### config.mk
export PLATFORM = sky130hd
export DESIGN_NAME = luhn_card_number_classifier
export DESIGN_NICKNAME = d
export VERILOG_FILES = /design/src/hw/rtl/lcnc_pkg.sv /design/src/hw/rtl/lcnc_bcd_conv.sv /design/src/hw/rtl/lcnc_luhn_acc.sv /design/src/hw/rtl/luhn_card_number_classifier.sv
export SDC_FILE = /design/constraint.sdc
export NUM_CORES = 1
export LEC_CHECK = 0
export ABC_AREA = 0
export BUFFER_PORTS_ARGS = -buffer_cell sky130_fd_sc_hd__buf_2
export CAP_MARGIN = 15
export CORE_UTILIZATION = 30
export CTS_CLUSTER_DIAMETER = 80
export DETAILED_ROUTE_END_ITERATION = 8
export PLACE_DENSITY = 0.58
export SETUP_SLACK_MARGIN = 0.4
export SYNTH_ARGS = -nofsm -noshare
export SYNTH_HDL_FRONTEND = slang
export SYNTH_SLANG_ARGS = --single-unit
### constraint.sdc
create_clock -name clk -period 2.9 [get_ports clk]
set_clock_uncertainty 0.15 [all_clocks]
set_input_delay 0 -clock clk [delete_from_list [all_inputs] [get_ports clk]]
set_output_delay 0 -clock clk [all_outputs]
set_load 0.005 [all_outputs]
### src/hw/rtl/lcnc_pkg.sv
// ============================================================================
// lcnc_pkg - shared types and constants for the card number classifier
// Widths of the binary and BCD datapaths, sequencer states, class codes and
// the control/status bundles passed between the sequencer and its units.
// ============================================================================
package lcnc_pkg;

  localparam int PAN_W       = 54;
  // A 54-bit value holds at most 17 decimal digits
  localparam int BCD_DIGITS  = 17;
  localparam int BCD_W       = 4 * BCD_DIGITS;
  // Binary bits shifted into the BCD register per conversion cycle
  localparam int STEP_BITS   = 3;
  localparam int CONV_STEPS  = PAN_W / STEP_BITS;
  localparam int STEP_CNT_W  = $clog2(CONV_STEPS);
  localparam int CNT_W       = 5;
  localparam int MAX_DIGITS  = 16;

  localparam logic [1:0] CLASS_INVALID = 2'd0;
  localparam logic [1:0] CLASS_LEAD4   = 2'd1;
  localparam logic [1:0] CLASS_LEAD5X  = 2'd2;
  localparam logic [1:0] CLASS_LEAD3X  = 2'd3;

  typedef enum logic [2:0] {
    ST_IDLE,
    ST_CONV,
    ST_LOADW,
    ST_WALK,
    ST_DONE
  } lcnc_state_t;

  typedef struct packed {
    logic load;
    logic run;
  } lcnc_ctrl_t;

  typedef struct packed {
    logic             rest_zero;
    logic [CNT_W-1:0] count;
    logic [3:0]       sum_mod;
    logic [3:0]       lead1;
    logic [3:0]       lead2;
  } lcnc_walk_t;

endpackage

### src/hw/rtl/lcnc_bcd_conv.sv
// ============================================================================
// lcnc_bcd_conv - iterative binary to BCD converter
// Shift-and-add-3 unit that moves a few binary bits into the BCD register
// each cycle it is told to run.
// ============================================================================
module lcnc_bcd_conv (
  input  logic                         clk,
  input  lcnc_pkg::lcnc_ctrl_t         ctrl,
  input  logic [lcnc_pkg::PAN_W-1:0]   pan_value,
  output logic [lcnc_pkg::BCD_W-1:0]   bcd
);

  logic [lcnc_pkg::PAN_W-1:0] bin;
  logic [lcnc_pkg::BCD_W-1:0] bcd_next;

  // Adjust each digit, then shift one binary bit in, STEP_BITS times
  always_comb begin
    bcd_next = bcd;
    for (int s = 0; s < lcnc_pkg::STEP_BITS; s++) begin
      for (int n = 0; n < lcnc_pkg::BCD_DIGITS; n++) begin
        if (bcd_next[4*n +: 4] >= 4'd5) begin
          bcd_next[4*n +: 4] = bcd_next[4*n +: 4] + 4'd3;
        end
      end
      bcd_next = {bcd_next[lcnc_pkg::BCD_W-2:0], bin[lcnc_pkg::PAN_W-1-s]};
    end
  end

  always_ff @(posedge clk) begin
    if (ctrl.load) begin
      bin <= pan_value;
      bcd <= '0;
    end else if (ctrl.run) begin
      bin <= {bin[lcnc_pkg::PAN_W-lcnc_pkg::STEP_BITS-1:0], {lcnc_pkg::STEP_BITS{1'b0}}};
      bcd <= bcd_next;
    end
  end

endmodule

### src/hw/rtl/lcnc_luhn_acc.sv
// ============================================================================
// lcnc_luhn_acc - digit walker and Luhn accumulator
// Walks the BCD digits from the low end, one per cycle while run is high,
// keeping the digit count, the Luhn sum modulo ten and the two top digits.
// ============================================================================
module lcnc_luhn_acc (
  input  logic                        clk,
  input  lcnc_pkg::lcnc_ctrl_t        ctrl,
  input  logic [lcnc_pkg::BCD_W-1:0]  bcd,
  output lcnc_pkg::lcnc_walk_t        status
);

  logic [lcnc_pkg::BCD_W-1:0] rest;
  logic [lcnc_pkg::CNT_W-1:0] count;
  logic [3:0]                 sum_mod;
  logic [3:0]                 lead1;
  logic [3:0]                 lead2;

  logic [3:0] digit;
  logic [4:0] dbl_raw;
  logic [3:0] term;
  logic [4:0] sum_raw;
  logic [3:0] sum_next;

  assign digit   = rest[3:0];
  assign dbl_raw = {digit, 1'b0};

  always_comb begin
    // Odd positions are doubled, folding 10..18 back to 1..9
    if (count[0]) begin
      if (dbl_raw > 5'd9) begin
        term = 4'(dbl_raw - 5'd9);
      end else begin
        term = dbl_raw[3:0];
      end
    end else begin
      term = digit;
    end
    sum_raw = {1'b0, sum_mod} + {1'b0, term};
    if (sum_raw >= 5'd10) begin
      sum_next = 4'(sum_raw - 5'd10);
    end else begin
      sum_next = sum_raw[3:0];
    end
  end

  always_ff @(posedge clk) begin
    if (ctrl.load) begin
      rest    <= bcd;
      count   <= '0;
      sum_mod <= '0;
      lead1   <= '0;
      lead2   <= '0;
    end else if (ctrl.run) begin
      rest    <= {4'd0, rest[lcnc_pkg::BCD_W-1:4]};
      count   <= count + 1'b1;
      sum_mod <= sum_next;
      lead2   <= lead1;
      lead1   <= digit;
    end
  end

  assign status.rest_zero = (rest == '0);
  assign status.count     = count;
  assign status.sum_mod   = sum_mod;
  assign status.lead1     = lead1;
  assign status.lead2     = lead2;

endmodule

### src/hw/rtl/luhn_card_number_classifier.sv
// ============================================================================
// luhn_card_number_classifier - Luhn mod-10 check and card number class
// Converts a binary card number to decimal digits, checks the Luhn sum,
// counts the digits and classifies the number by length and leading digits.
// ============================================================================
//
// Usage:
//   Input channel: drive pan_value and raise start. A transaction is taken
//   at a rising edge with start high and busy low. busy stays high from the
//   next cycle until the result has been shown.
//   Result channel: done is high for exactly one cycle with card_class,
//   luhn_ok and digit_count valid in that cycle. The receiver cannot stall;
//   the result is flagged by done only in that cycle.
//   Sequence: the shift-and-add-3 converter shifts 3 bits in per step until
//   the whole value is converted, the digit walker is then loaded, the
//   walker takes one digit per cycle until the number is exhausted, and
//   the result cycle follows with done high. The next transaction can be
//   taken once the block is back in idle after done. The converter loop
//   and the one-digit-per-cycle walker set the time one number takes.
//   Reset: rst (synchronous, active high) returns the sequencer to idle and
//   drops any transaction in flight; no result is produced for it.
//
module luhn_card_number_classifier #(
  parameter int MAX_DIGITS = lcnc_pkg::MAX_DIGITS
) (
  input  logic                        clk,
  input  logic                        rst,
  input  logic                        start,
  input  logic [lcnc_pkg::PAN_W-1:0]  pan_value,
  output logic                        busy,
  output logic                        done,
  output logic [1:0]                  card_class,
  output logic                        luhn_ok,
  output logic [4:0]                  digit_count
);

  lcnc_pkg::lcnc_state_t state, state_next;
  logic [lcnc_pkg::STEP_CNT_W-1:0] step_cnt;
  logic                            conv_last;

  lcnc_pkg::lcnc_ctrl_t conv_ctrl;
  lcnc_pkg::lcnc_ctrl_t walk_ctrl;
  lcnc_pkg::lcnc_walk_t walk_status;
  logic [lcnc_pkg::BCD_W-1:0] bcd;

  assign conv_last = (step_cnt == lcnc_pkg::STEP_CNT_W'(lcnc_pkg::CONV_STEPS - 1));

  // Next-state logic
  always_comb begin
    state_next = state;
    unique case (state)
      lcnc_pkg::ST_IDLE: begin
        if (start) state_next = lcnc_pkg::ST_CONV;
      end
      lcnc_pkg::ST_CONV: begin
        if (conv_last) state_next = lcnc_pkg::ST_LOADW;
      end
      lcnc_pkg::ST_LOADW: begin
        state_next = lcnc_pkg::ST_WALK;
      end
      lcnc_pkg::ST_WALK: begin
        if (walk_status.rest_zero) state_next = lcnc_pkg::ST_DONE;
      end
      lcnc_pkg::ST_DONE: begin
        state_next = lcnc_pkg::ST_IDLE;
      end
      default: state_next = lcnc_pkg::ST_IDLE;
    endcase
  end

  always_ff @(posedge clk) begin
    if (rst) begin
      state    <= lcnc_pkg::ST_IDLE;
      step_cnt <= '0;
    end else begin
      state <= state_next;
      // Advance the conversion step counter only while converting
      if (state == lcnc_pkg::ST_CONV) begin
        step_cnt <= conv_last ? '0 : step_cnt + 1'b1;
      end else begin
        step_cnt <= '0;
      end
    end
  end

  // Output / control decode
  always_comb begin
    busy           = 1'b1;
    done           = 1'b0;
    conv_ctrl.load = 1'b0;
    conv_ctrl.run  = 1'b0;
    walk_ctrl.load = 1'b0;
    walk_ctrl.run  = 1'b0;
    unique case (state)
      lcnc_pkg::ST_IDLE: begin
        busy           = 1'b0;
        conv_ctrl.load = start;
      end
      lcnc_pkg::ST_CONV: begin
        conv_ctrl.run = 1'b1;
      end
      lcnc_pkg::ST_LOADW: begin
        walk_ctrl.load = 1'b1;
      end
      lcnc_pkg::ST_WALK: begin
        // Consume one digit per cycle until nothing nonzero remains
        walk_ctrl.run = !walk_status.rest_zero;
      end
      lcnc_pkg::ST_DONE: begin
        done = 1'b1;
      end
      default: begin
        busy = 1'b1;
      end
    endcase
  end

  lcnc_bcd_conv u_conv (
    .clk       (clk),
    .ctrl      (conv_ctrl),
    .pan_value (pan_value),
    .bcd       (bcd)
  );

  lcnc_luhn_acc u_walk (
    .clk    (clk),
    .ctrl   (walk_ctrl),
    .bcd    (bcd),
    .status (walk_status)
  );

  // Classification from the walker's final state; lead1 is the top digit
  always_comb begin
    luhn_ok     = (walk_status.sum_mod == 4'd0);
    digit_count = walk_status.count;
    card_class  = lcnc_pkg::CLASS_INVALID;
    if (luhn_ok && (walk_status.count <= lcnc_pkg::CNT_W'(MAX_DIGITS))) begin
      if ((walk_status.count == 5'd13 || walk_status.count == 5'd16) &&
          walk_status.lead1 == 4'd4) begin
        card_class = lcnc_pkg::CLASS_LEAD4;
      end else if (walk_status.count == 5'd16 && walk_status.lead1 == 4'd5 &&
                   walk_status.lead2 >= 4'd1 && walk_status.lead2 <= 4'd5) begin
        card_class = lcnc_pkg::CLASS_LEAD5X;
      end else if (walk_status.count == 5'd15 && walk_status.lead1 == 4'd3 &&
                   (walk_status.lead2 == 4'd4 || walk_status.lead2 == 4'd7)) begin
        card_class = lcnc_pkg::CLASS_LEAD3X;
      end
    end
  end

  // A taken transaction makes the block busy in the next cycle
  a_accept_busy: assert property (@(posedge clk) disable iff (rst)
    (start && !busy) |=> busy)
    else $error("busy did not rise after an accepted transaction");

  // The result strobe lasts one cycle and is followed by idle
  a_done_single: assert property (@(posedge clk) disable iff (rst)
    done |=> (!done && !busy))
    else $error("done not a single-cycle strobe followed by idle");

  // No class is reported for a number failing the Luhn check
  a_class_needs_luhn: assert property (@(posedge clk) disable iff (rst)
    (done && !luhn_ok) |-> (card_class == lcnc_pkg::CLASS_INVALID))
    else $error("class reported with failing Luhn sum");

  // The walker can never count more digits than the BCD register holds
  a_count_range: assert property (@(posedge clk) disable iff (rst)
    done |-> (digit_count <= 5'd17))
    else $error("digit count out of range");

endmodule
==> results of run 1 <==
-- per-layer routing --
metal  vias to the layer above  share of wire, %  global-route usage (%)
li1                       6790                 -                       -
met4                         0               2.8                   5.130
met1                      6894                44                   20.80
met5                         -                 0                       0
met3                        90               3.9                   2.173
met2                       359                50                   27.98
-- cells in the final DEF (no fill, tap or decap), types with 28 or more instances in the layout --
cell,synthesis,layout
buf_2,13,66
buf_4,9,198
dfxtp_1,93,42
dlygate4sd3_1,0,56
edfxtp_1,122,122
ha_4,0,51
nand2_1,422,405
nand3_1,33,31
nor2_1,70,53
o21ai_0,102,76
o21ai_1,57,43
o21ai_2,14,28
-- Yosys cell counts, types with 8 or more instances --
master       n
a211o_1     22
a211oi_1    28
a21oi_1     43
a21oi_2     13
a221o_1      8
a31o_1      11
a31o_2      11
a31oi_1     19
a32oi_1     14
and3_1      10
buf_2       13
buf_4        9
clkbuf_1    51
dfxtp_1     93
edfxtp_1   122
ha_1        64
inv_1       66
mux2_2      15
mux2i_1     19
nand2_1    422
nand2b_1    28
nand3_1     33
nand3b_1    12
nand4_1     18
nor2_1      70
nor2b_1     11
nor3_1      19
nor3b_1     13
nor4_1      24
o2111ai_1   15
o211ai_2     8
o21a_1       9
o21ai_0    102
o21ai_1     57
o21ai_2     14
or2_1       11
or3_1       20
xnor2_1     26
xnor2_2      8
xor2_1      11
-- worst max-delay path: stages (launching register included) --
cell	delay (ns)
edfxtp_1	0.42
inv_2	0.10
ha_4	0.14
inv_2	0.04
a21oi_4	0.14
xnor2_1	0.13
nand2_1	0.08
o21ai_2	0.07
inv_1	0.07
fa_2	0.36
xor2_2	0.21
ha_4	0.19
nand2_4	0.06
a21oi_4	0.14
buf_4	0.13
buf_6	0.08
xnor2_2	0.09
a21oi_1	0.07
-- worst max-delay path by stage --
stage	startpoint	end	slack, ns	cells past startpoint
after floorplan	u_walk.rest[0]	u_walk.sum_mod[2]	0.22	16
after global placement	u_conv.bcd[60]	u_conv.bcd[66]	0.06	14
after detailed placement	u_walk.rest[1]	u_walk.sum_mod[2]	-0.10	16
after CTS	u_walk.rest[1]	u_walk.sum_mod[2]	0.12	16
after global routing	u_walk.rest[1]	u_walk.sum_mod[2]	-0.008	16
final	u_walk.rest[1]	u_walk.sum_mod[1]	0.11	17
-- metrics by stage --
step	instances	setup WS (ns)	power (mW)	hold WS, ns
final	2633	0.1113	25.54	0.06669
after global placement	2337	0.05917	15.30	0.06828
after global routing	2633	-0.008105	27.09	0.1011
after detailed placement	2337	-0.1004	15.57	0.07787
after CTS	2556	0.1235	21.92	0.06035
after floorplan	1700	0.2175	13.26	-0.07762
-- report_power, final --
| part | leakage (nW) | switching (mW) | internal [mW] | total [mW] |
|---|---|---|---|---|
| sequential | 1.96 | 0.989 | 4.52 | 5.51 |
| combinational | 6.03 | 8.91 | 8.05 | 17.0 |
| clock | 0.364 | 1.37 | 1.71 | 3.08 |
| total | 8.35 | 11.3 | 14.3 | 25.5 |
-- flip-flops by register name, indices dropped and copies added (netlist names) --
name and count:
u_walk.rest 68, u_walk.sum_mod 4, state 3, u_walk.count 5
u_conv.bcd 68, u_walk.lead2 4, u_conv.bin 54, step_cnt 5
u_walk.lead1 4
-- cell families after synthesis --
kind of cell / count (synthesis) / synth area share [%]
adders and majority gates: 65 / 5.669
buffers and inverters: 154 / 4.433
AOI/OAI and AO/OA: 453 / 22.25
xor gates and xnor gates: 48 / 3.474
muxes: 37 / 2.791
and+or+nand+nor: 728 / 23.22
DFF: 215 / 38.16
-- area by class of cell --
type / count / area, µm² / share of cell area, %
inverters: 74 / 404.1 / 1.881
clock inverters: 14 / 83.83 / 0.3901
well taps: 615 / 769.5 / 3.581
repair buffers: 349 / 2783 / 12.95
clock buffers: 34 / 701.9 / 3.267
multi-input cells: 1332 / 11090 / 51.62
flip-flops and latches: 215 / 5654 / 26.31
-- timing repair --
item,4_1_cts,5_1_grt
resized for setup,308,296
cloned,1,0
hold buffers,56,0
pin swaps,110,185
hold endpoints to repair,62,0
setup endpoints to repair,139,183
setup buffers,114,77
==> reports/metrics.yaml, run 1 <==
status:
  status: "finished, final reports clean"
routing:
  drt_pass1_iterations: 5
  avgViaCountPerCell: 5.368
  drc_errors: 0
  ant_nets: 0
  wl_mm: 44.56
  drt_iter0_markers: 995
  via_count: 14130
  wl_per_cell_um: 16.92
logic_synthesis:
  syn_area_um2: 14480
  synth_enable_flop_cells: 122
  syn-num-nets: 1822
  yosys_warnings: 0
  synth.area.top_cells: "edfxtp_1 25%, dfxtp_1 13%, nand2_1 11%"
  yosysTopAreaCell: "edfxtp_1"
  post_synth_num_cell_types: 86
  netlist_instances: 1700
  ys_seq_elements: 215
  ys.flop_type: "edfxtp_1"
  syn_area_per_cell_um2: 8.516
  synthArstFlopShare_pct: 0
  synth_top_area_share_pct: 25.30
  synth_seq_area_share_pct: 38.16
critical_path:
  critPathKind: "register to register"
  rr_worst_depth: 17
  cp_max_fo: 3
  worstSetupStartpointType: "register"
  regToRegStartpoint: "u_walk.rest[1]"
  endpoint_kind: "register"
  critPathArrivalTime_ns: 3.07
  reg2reg_to: "u_walk.sum_mod[1]"
  r2r_setup_slack_ns: 0.11
  crit_required_ns: 3.18
cts:
  cts_buffers: 26
  clk_pin_slew_worst_paths_ns: 0.07
  cts-htree-levels: 1
  cts.path.max_buffers: 3
  cts.sink_count: 215
  cts_root_buffer: "clkbuf_16"
  cts_tree: "done"
  clock_latency_ns: 0.55
cells_and_area:
  syn2layout_area_growth_pct: 48.42
  final_util_pct: 45.10
  fillers: 4348
  nets: 2120
  antennaDiodeCount: 0
  final_layout_size_suffix_gt1_share_pct: 41.23
  design_area_um2: 21490
global_route:
  overflow: 0
  antenna_found_initial: 0
  grt_pass1_vias: 13460
  grt_usage_pct: 16.19
  grt_max_degree: 55
  grt_pass1_wl_mm: 66.87
worst_hold_path:
  min-delay-path-class: "primary input to register"
  hold_end: "state[1]"
  hold_depth: 3
  worstHoldStart: "rst"
timing:
  tns_ns: 0
  min_period_ns: 2.789
  rsz0062_at_grt: "yes"
  fmax_ghz: 0.3586
  finalHoldViolCount: 0
  fin_crit_sh_pct: 96.16
  setup_violations: 0
  tightest_slew_ns: 0.8395
  slew_headroom_pct: 44.03
  drv_slew: 0
place:
  io_buffers: 66
  post_dp_cell_area_um2: 15810
  hpwl_mm: 26.15
  gp_congestion: 0.8152
power:
  power_density_nw_per_um2: 1188
  vdd.ir_drop.worst_mv: 0.6366
  p_leak_nw: 8.355
floorplan:
  core_um2: 47650
  die-height_um: 221.7
  die-width_um: 221.7
  dieArea_um2: 49140
  start_util_pct: 30.39
  num_io_pins: 67
  rows: 80
job:
  maxCapViolCount: 0
Power figures use the tool's default switching activity.
==> inputs of run 2 (changes only) <==
- PLACE_DENSITY: 0.58 -> 0.57
- clock period: 2.9 -> 2.75 ns (I/O delays scaled with it)
==> reports/metrics.yaml, run 2 (same netlist as run 1, synthesis figures left out) <==
cts:
  cts_tree: "done"
  cts.path.max_buffers: 3  # unchanged
  cts-htree-levels: 1  # unchanged
  clock_latency_ns: 0.56  # about the same
  cts_root_buffer: "clkbuf_16"
  clk_pin_slew_worst_paths_ns: 0.06  # about the same
  cts.sink_count: 215  # unchanged
  cts_buffers: 27  # +3.8%
cells_and_area:
  reg.largest.list: "u_conv.bcd: 68 flops, u_walk.rest: 68 flops, u_conv.bin: 54 flops"
  design_area_um2: 22560  # +5.0%
  final_util_pct: 47.35  # +2.3 points
  final_cell_mix: "405 x nand2_1, 223 x buf_4, 122 x edfxtp_1, 72 x o21ai_0, 66 x buf_2"
  nets: 2181  # +2.9%
  syn2layout_area_growth_pct: 55.83
  antennaDiodeCount: 0  # unchanged
  final_common_cell: "nand2_1"
  final_cells: 2694  # +2.3%
  final_layout_size_suffix_gt1_share_pct: 44.73  # +3.5 points
routing:
  drt_pass1_iterations: 5  # unchanged
  avgViaCountPerCell: 5.263  # -2.0%
  via_count: 14180  # +0.32%
  drt_iter0_markers: 743  # -25%
  drc_errors: 0  # unchanged
  wl_per_cell_um: 16.81  # -0.67%
  wl_mm: 45.29  # +1.6%
  ant_nets: 0  # unchanged
critical_path:
  crit_top_cell: "inv_2"
  path_cells: "inv_2, ha_4, inv_2, a21oi_4, xnor2_1, nand2_1, o21ai_2, inv_2, fa_2, xor2_2, ha_2, buf_6, nor2b_1, mux2_4, nand2_2, o21ai_1"
  crit_required_ns: 3.04  # -0.14 ns
  worstSetupStartpointType: "register"
  path_delay_family: "adder cells"
  cp_slowest_stage_delay_ns: 0.40  # -0.02 ns
  rr_worst_depth: 16  # -1
  cp_max_fo: 3  # unchanged
  cp_num_buf_inv: 4  # -1
  critPathSlowestCell: "edfxtp_1"
  endpoint_kind: "register"
  regToRegStartpoint: "u_walk.rest[1]"
  critPathArrivalTime_ns: 3.02  # -0.05 ns
  critPathLaunch: "u_walk.rest[1]"
  r2r_setup_slack_ns: 0.01  # -0.10 ns
  reg2reg_to: "u_walk.sum_mod[3]"
  critPathKind: "register to register"
timing:
  fin_crit_sh_pct: 99.50  # +3.3 points
  slew_headroom_pct: 40.00  # -4.0 points
  setup_violations: 0  # unchanged
  drv_slew: 0  # unchanged
  hold_ws_ns: 0.07216  # +0.005468 ns
  finalHoldViolCount: 0  # unchanged
  min_period_ns: 2.736  # -0.05228 ns
  fmax_ghz: 0.3654  # +1.9%
  tightest_slew_ns: 0.8991  # +0.05958 ns
  rsz0062_at_grt: "yes"
worst_hold_path:
  hold_depth: 3  # unchanged
  hold_end: "state[1]"
  worstHoldStart: "rst"
  min-delay-path-class: "primary input to register"
place:
  hpwl_mm: 26.49  # +1.3%
  gp_congestion: 0.8205  # +0.65%
  post_dp_cell_area_um2: 16870  # +6.8%
  io_buffers: 66  # unchanged
  dpl.cell_count: 2350  # +0.56%
global_route:
  grt_max_degree: 91  # +65%
  antenna_found_initial: 0  # unchanged
  grt_pass1_vias: 14090  # +4.7%
  overflow: 0  # unchanged
  grt_usage_pct: 17.41  # +1.2 points
  grt_pass1_wl_mm: 71.57  # +7.0%
status:
  status: "finished, final reports clean"
floorplan:
  start_util_pct: 30.39  # unchanged
  num_io_pins: 67  # unchanged
  core_um2: 47650  # unchanged
  die-height_um: 221.7  # unchanged
  dieArea_um2: 49140  # unchanged
  rows: 80  # unchanged
  die-width_um: 221.7  # unchanged
power:
  power_density_nw_per_um2: 1249  # +5.1%
  p_leak_nw: 8.861  # +6.1%
  vdd.ir_drop.worst_mv: 0.5508  # -13%
job:
  maxCapViolCount: 0  # unchanged
run 2: cell types whose count changed in the layout (fill, tap and decap cells not counted), moves of 5 or more:
cell / previous run / this run
buf_4: 198 / 223
buf_6: 20 / 45
o2111ai_1: 12 / 4
clkbuf_1: 7 / 14
o2111ai_2: 3 / 10
clkinvlp_4: 7 / 1
inv_4: 27 / 33
clkbuf_8: 0 / 5
inv_1: 14 / 9
nor3_1: 16 / 11
nor3_2: 2 / 7
or2_4: 4 / 9
run 2: what timing repair did:
item,in CTS,in global routing
hold buffers,56,0
gates cloned,4,6
hold endpoints to repair,62,0
setup endpoints to repair,192,144
resized for setup,279,192
setup buffers,188,41
pin swaps,191,157
run 2: how the worst max path moves through the flow:
stage | end | cells past startpoint
floorplan | u_walk.sum_mod[2] | 16
global placement | u_walk.sum_mod[2] | 16
detailed placement | u_conv.bcd[66] | 14
CTS | u_conv.bcd[66] | 14
global route | u_walk.sum_mod[2] | 16
finish | u_walk.sum_mod[3] | 16
run 2: area by class of cell:
cell class / instances / area (µm²)
clock buffer: 46 / 797.0
clock inverter: 3 / 15.01
fill: 4273 / 25090
inverter: 74 / 399.1
multi-input combinational: 1333 / 11460
sequential: 215 / 5654
tap: 615 / 769.5
timing repair buffer: 408 / 3470
run 2: where the power goes:
part / total, mW / internal, mW / switching [mW]
sequential: 5.80 / 4.77 / 1.04
clock: 3.37 / 1.95 / 1.43
combinational: 19.0 / 9.27 / 9.74
run 2: routing by layer:
| metal | up-vias | GRT usage [%] | part of all wire [%] |
|---|---|---|---|
| met3 | 79 | 2.094 | 3.4 |
| met1 | 6947 | 22.56 | 45 |
| met4 | 0 | 5.847 | 3.0 |
| met2 | 266 | 29.89 | 49 |
| met5 | - | 0 | 0 |
| li1 | 6886 | - | - |
run 2: worst min-delay path: cells and delay by family:
kind / cells / cell delay, ns
AND/OR/NAND/NOR: 1 / 0.06
buffers and inverters: 2 / 0.68
run 2: through the flow:
stage / setup TNS, ns / power (mW) / setup WS (ns)
2_1_floorplan: 0 / 15.13 / 0.06770
3_3_place_gp: 0 / 17.57 / 0.02513
3_5_place_dp: -0.06516 / 17.81 / -0.03400
4_1_cts: -0.003450 / 25.53 / -0.003450
5_1_grt: -0.2357 / 29.95 / -0.09132
6_report: 0 / 28.19 / 0.01363
==> inputs of run 3 (changes only) <==
==> constraint.sdc (replaced) <==
create_clock -name clk -period 2.75 [get_ports clk]
set_clock_uncertainty 0.15 [all_clocks]
set_input_delay 0.4125 -clock clk [delete_from_list [all_inputs] [get_ports clk]]
set_output_delay 0.4125 -clock clk [all_outputs]
set_load 0.005 [all_outputs]
==> reports/metrics.yaml, run 3 (same netlist as run 1, synthesis figures left out) <==
place:
  io_buffers: 66  # unchanged
  gp_congestion: 0.8337  # +1.6%
  hpwl_mm: 26.95  # +1.7%
  dp_slack_ns: -0.07623  # -0.04223 ns
global_route:
  antenna_found_initial: 0  # unchanged
  grt_pass1_wl_mm: 71.10  # -0.67%
  overflow: 0  # unchanged
  grt_pass1_vias: 14070  # -0.11%
  grt_usage_pct: 17.25  # -0.16 points
  grt_max_degree: 91  # unchanged
cells_and_area:
  multi_input_area_um2: 11370  # -0.72%
  syn2layout_area_growth_pct: 56.33
  final_layout_size_suffix_gt1_share_pct: 44.50  # -0.24 points
  nets: 2193  # +0.55%
  antennaDiodeCount: 0  # unchanged
  reg.largest.list: "u_conv.bcd: 68 flops, u_walk.rest: 68 flops, u_conv.bin: 54 flops"
  final_common_cell: "nand2_1"
  seqCellArea_um2: 5658  # about the same
  fillers: 4302  # +0.68%
  final_util_pct: 47.50  # +0.15 points
  final_cell_mix: "407 x nand2_1, 234 x buf_4, 122 x edfxtp_1, 74 x o21ai_0, 66 x buf_2"
cts:
  cts_tree: "done"
  cts.path.max_buffers: 3  # unchanged
  clk_pin_slew_worst_paths_ns: 0.06  # about the same
  cts.sink_count: 215  # unchanged
  cts_buffers: 27  # unchanged
  cts-htree-levels: 1  # unchanged
  clock_latency_ns: 0.57  # about the same
  cts_root_buffer: "clkbuf_16"
power:
  total_power_mw: 28.32  # +0.49%
  switchingPower_mw: 12.22  # +0.11%
  vdd.ir_drop.worst_mv: 0.5234  # -5.0%
  p_leak_nw: 8.882  # +0.24%
  netSwitchingFraction_pct: 43.14  # -0.16 points
  pwr-share-clk_pct: 12.2  # +0.2 points
  p_int_mw: 16.10  # +0.78%
  pwr-share-comb_pct: 67.4  # about the same
  power_frac_seq_pct: 20.4  # -0.2 points
  power_density_nw_per_um2: 1251  # +0.17%
floorplan:
  dieArea_um2: 49140  # unchanged
  die-height_um: 221.7  # unchanged
  start_util_pct: 30.39  # unchanged
  die-width_um: 221.7  # unchanged
  num_io_pins: 67  # unchanged
  core_um2: 47650  # unchanged
  rows: 80  # unchanged
routing:
  wl_per_cell_um: 16.68  # -0.80%
  via_count: 14350  # +1.2%
  drt_pass1_iterations: 6  # +1
  drt_iter0_markers: 710  # -4.4%
  wl_mm: 45.11  # -0.40%
  ant_nets: 0  # unchanged
  drc_errors: 0  # unchanged
  avgViaCountPerCell: 5.306  # +0.83%
critical_path:
  path_cells: "ha_4, and3_4, ha_4, nand4b_1, or3_4, o41ai_2, and3b_1, buf_2"
  cp_slowest_stage_delay_ns: 0.39  # about the same
  critPathKind: "register to output port"
  cp_num_buf_inv: 1  # -3
  critPathArrivalTime_ns: 2.20  # -0.82 ns
  worstSetupStartpointType: "register"
  critPathSlowestCell: "or3_4"
  cp_max_fo: 3  # unchanged
  path_delay_family: "simple AND/OR/NAND/NOR gates"
  crit_top_cell: "ha_4"
  crit_required_ns: 2.19  # -0.85 ns
  endpoint_kind: "output port"
timing:
  tightest_slew_ns: 0.9788  # +0.07977 ns
  slew_headroom_pct: 34.75  # -5.3 points
  hold_ws_ns: 0.01353  # -0.05863 ns
  setup_violations: 1  # +1
  rsz0062_at_grt: "yes"
  drv_slew: 0  # unchanged
  tns_ns: -0.009053  # -0.009053 ns
  min_period_ns: 2.759  # +0.02268 ns
  finalHoldViolCount: 0  # unchanged
  fin_crit_sh_pct: 100.3  # +0.82 points
  fmax_ghz: 0.3624  # -0.82%
  fin_ws_ns: -0.009053  # -0.02268 ns
job:
  maxCapViolCount: 0  # unchanged
status:
  violations: "setup timing"
  status: "finished with violations"
worst_hold_path:
  min-delay-path-class: "primary input to register"
-- run 3: tightest hold or removal path, delay by kind of cell --
family	cells	cell delay (ns)
buffers and inverters	1	0.09
AND/OR/NAND/NOR	2	0.10
-- run 3: path summary, 6_finish.rpt --
kind	to	from	cells past startpoint	slack, ns
hold / removal	u_conv.bin[3]	pan_value[3]	3	0.01
hold reg to reg	u_walk.lead2[3]	u_walk.lead2[3]	2	0.32
setup reg to reg	u_walk.sum_mod[2]	u_walk.rest[1]	16	0.07
setup / recovery	card_class[1]	u_walk.count[0]	8	-0.009
-- run 3: power by group through the flow --
stage / combinational (mW) / sequential [mW] / clock (mW)
2_1_floorplan: 9.83 / 5.30 / 0
3_3_place_gp: 11.9 / 5.73 / 0
3_5_place_dp: 12.2 / 5.74 / 0
4_1_cts: 16.4 / 5.71 / 3.53
5_1_grt: 20.5 / 5.90 / 3.64
6_report: 19.1 / 5.78 / 3.46
-- run 3: final cells by class --
type,count,share of cell area (%)
clock inverter,17,0.5860
tap,615,3.400
sequential,215,25.00
timing repair buffer,420,15.92
multi-input combinational,1333,50.25
inverter,74,1.797
clock buffer,31,3.052
-- run 3: stage by stage --
step                instance area, µm²  cells
global route                     22630   2705
floorplan                        15710   1700
detailed placement               16940   2357
global placement                 16940   2357
finish                           22630   2705
CTS                              21200   2645
-- run 3: layer usage --
layer	up-vias	routed length, µm	GRT usage (%)
met5	-	0	0
met2	323	22190	30.42
met4	0	1149	4.503
met1	7014	19870	22.00
li1	6942	-	-
met3	75	1901	2.346
-- run 3: timing repair --
action,in CTS,in global routing
gates cloned,3,7
setup buffers,182,53
hold endpoints to repair,56,0
pin swaps,223,166
hold buffers,55,0
resized for setup,277,174
setup endpoints to repair,190,152
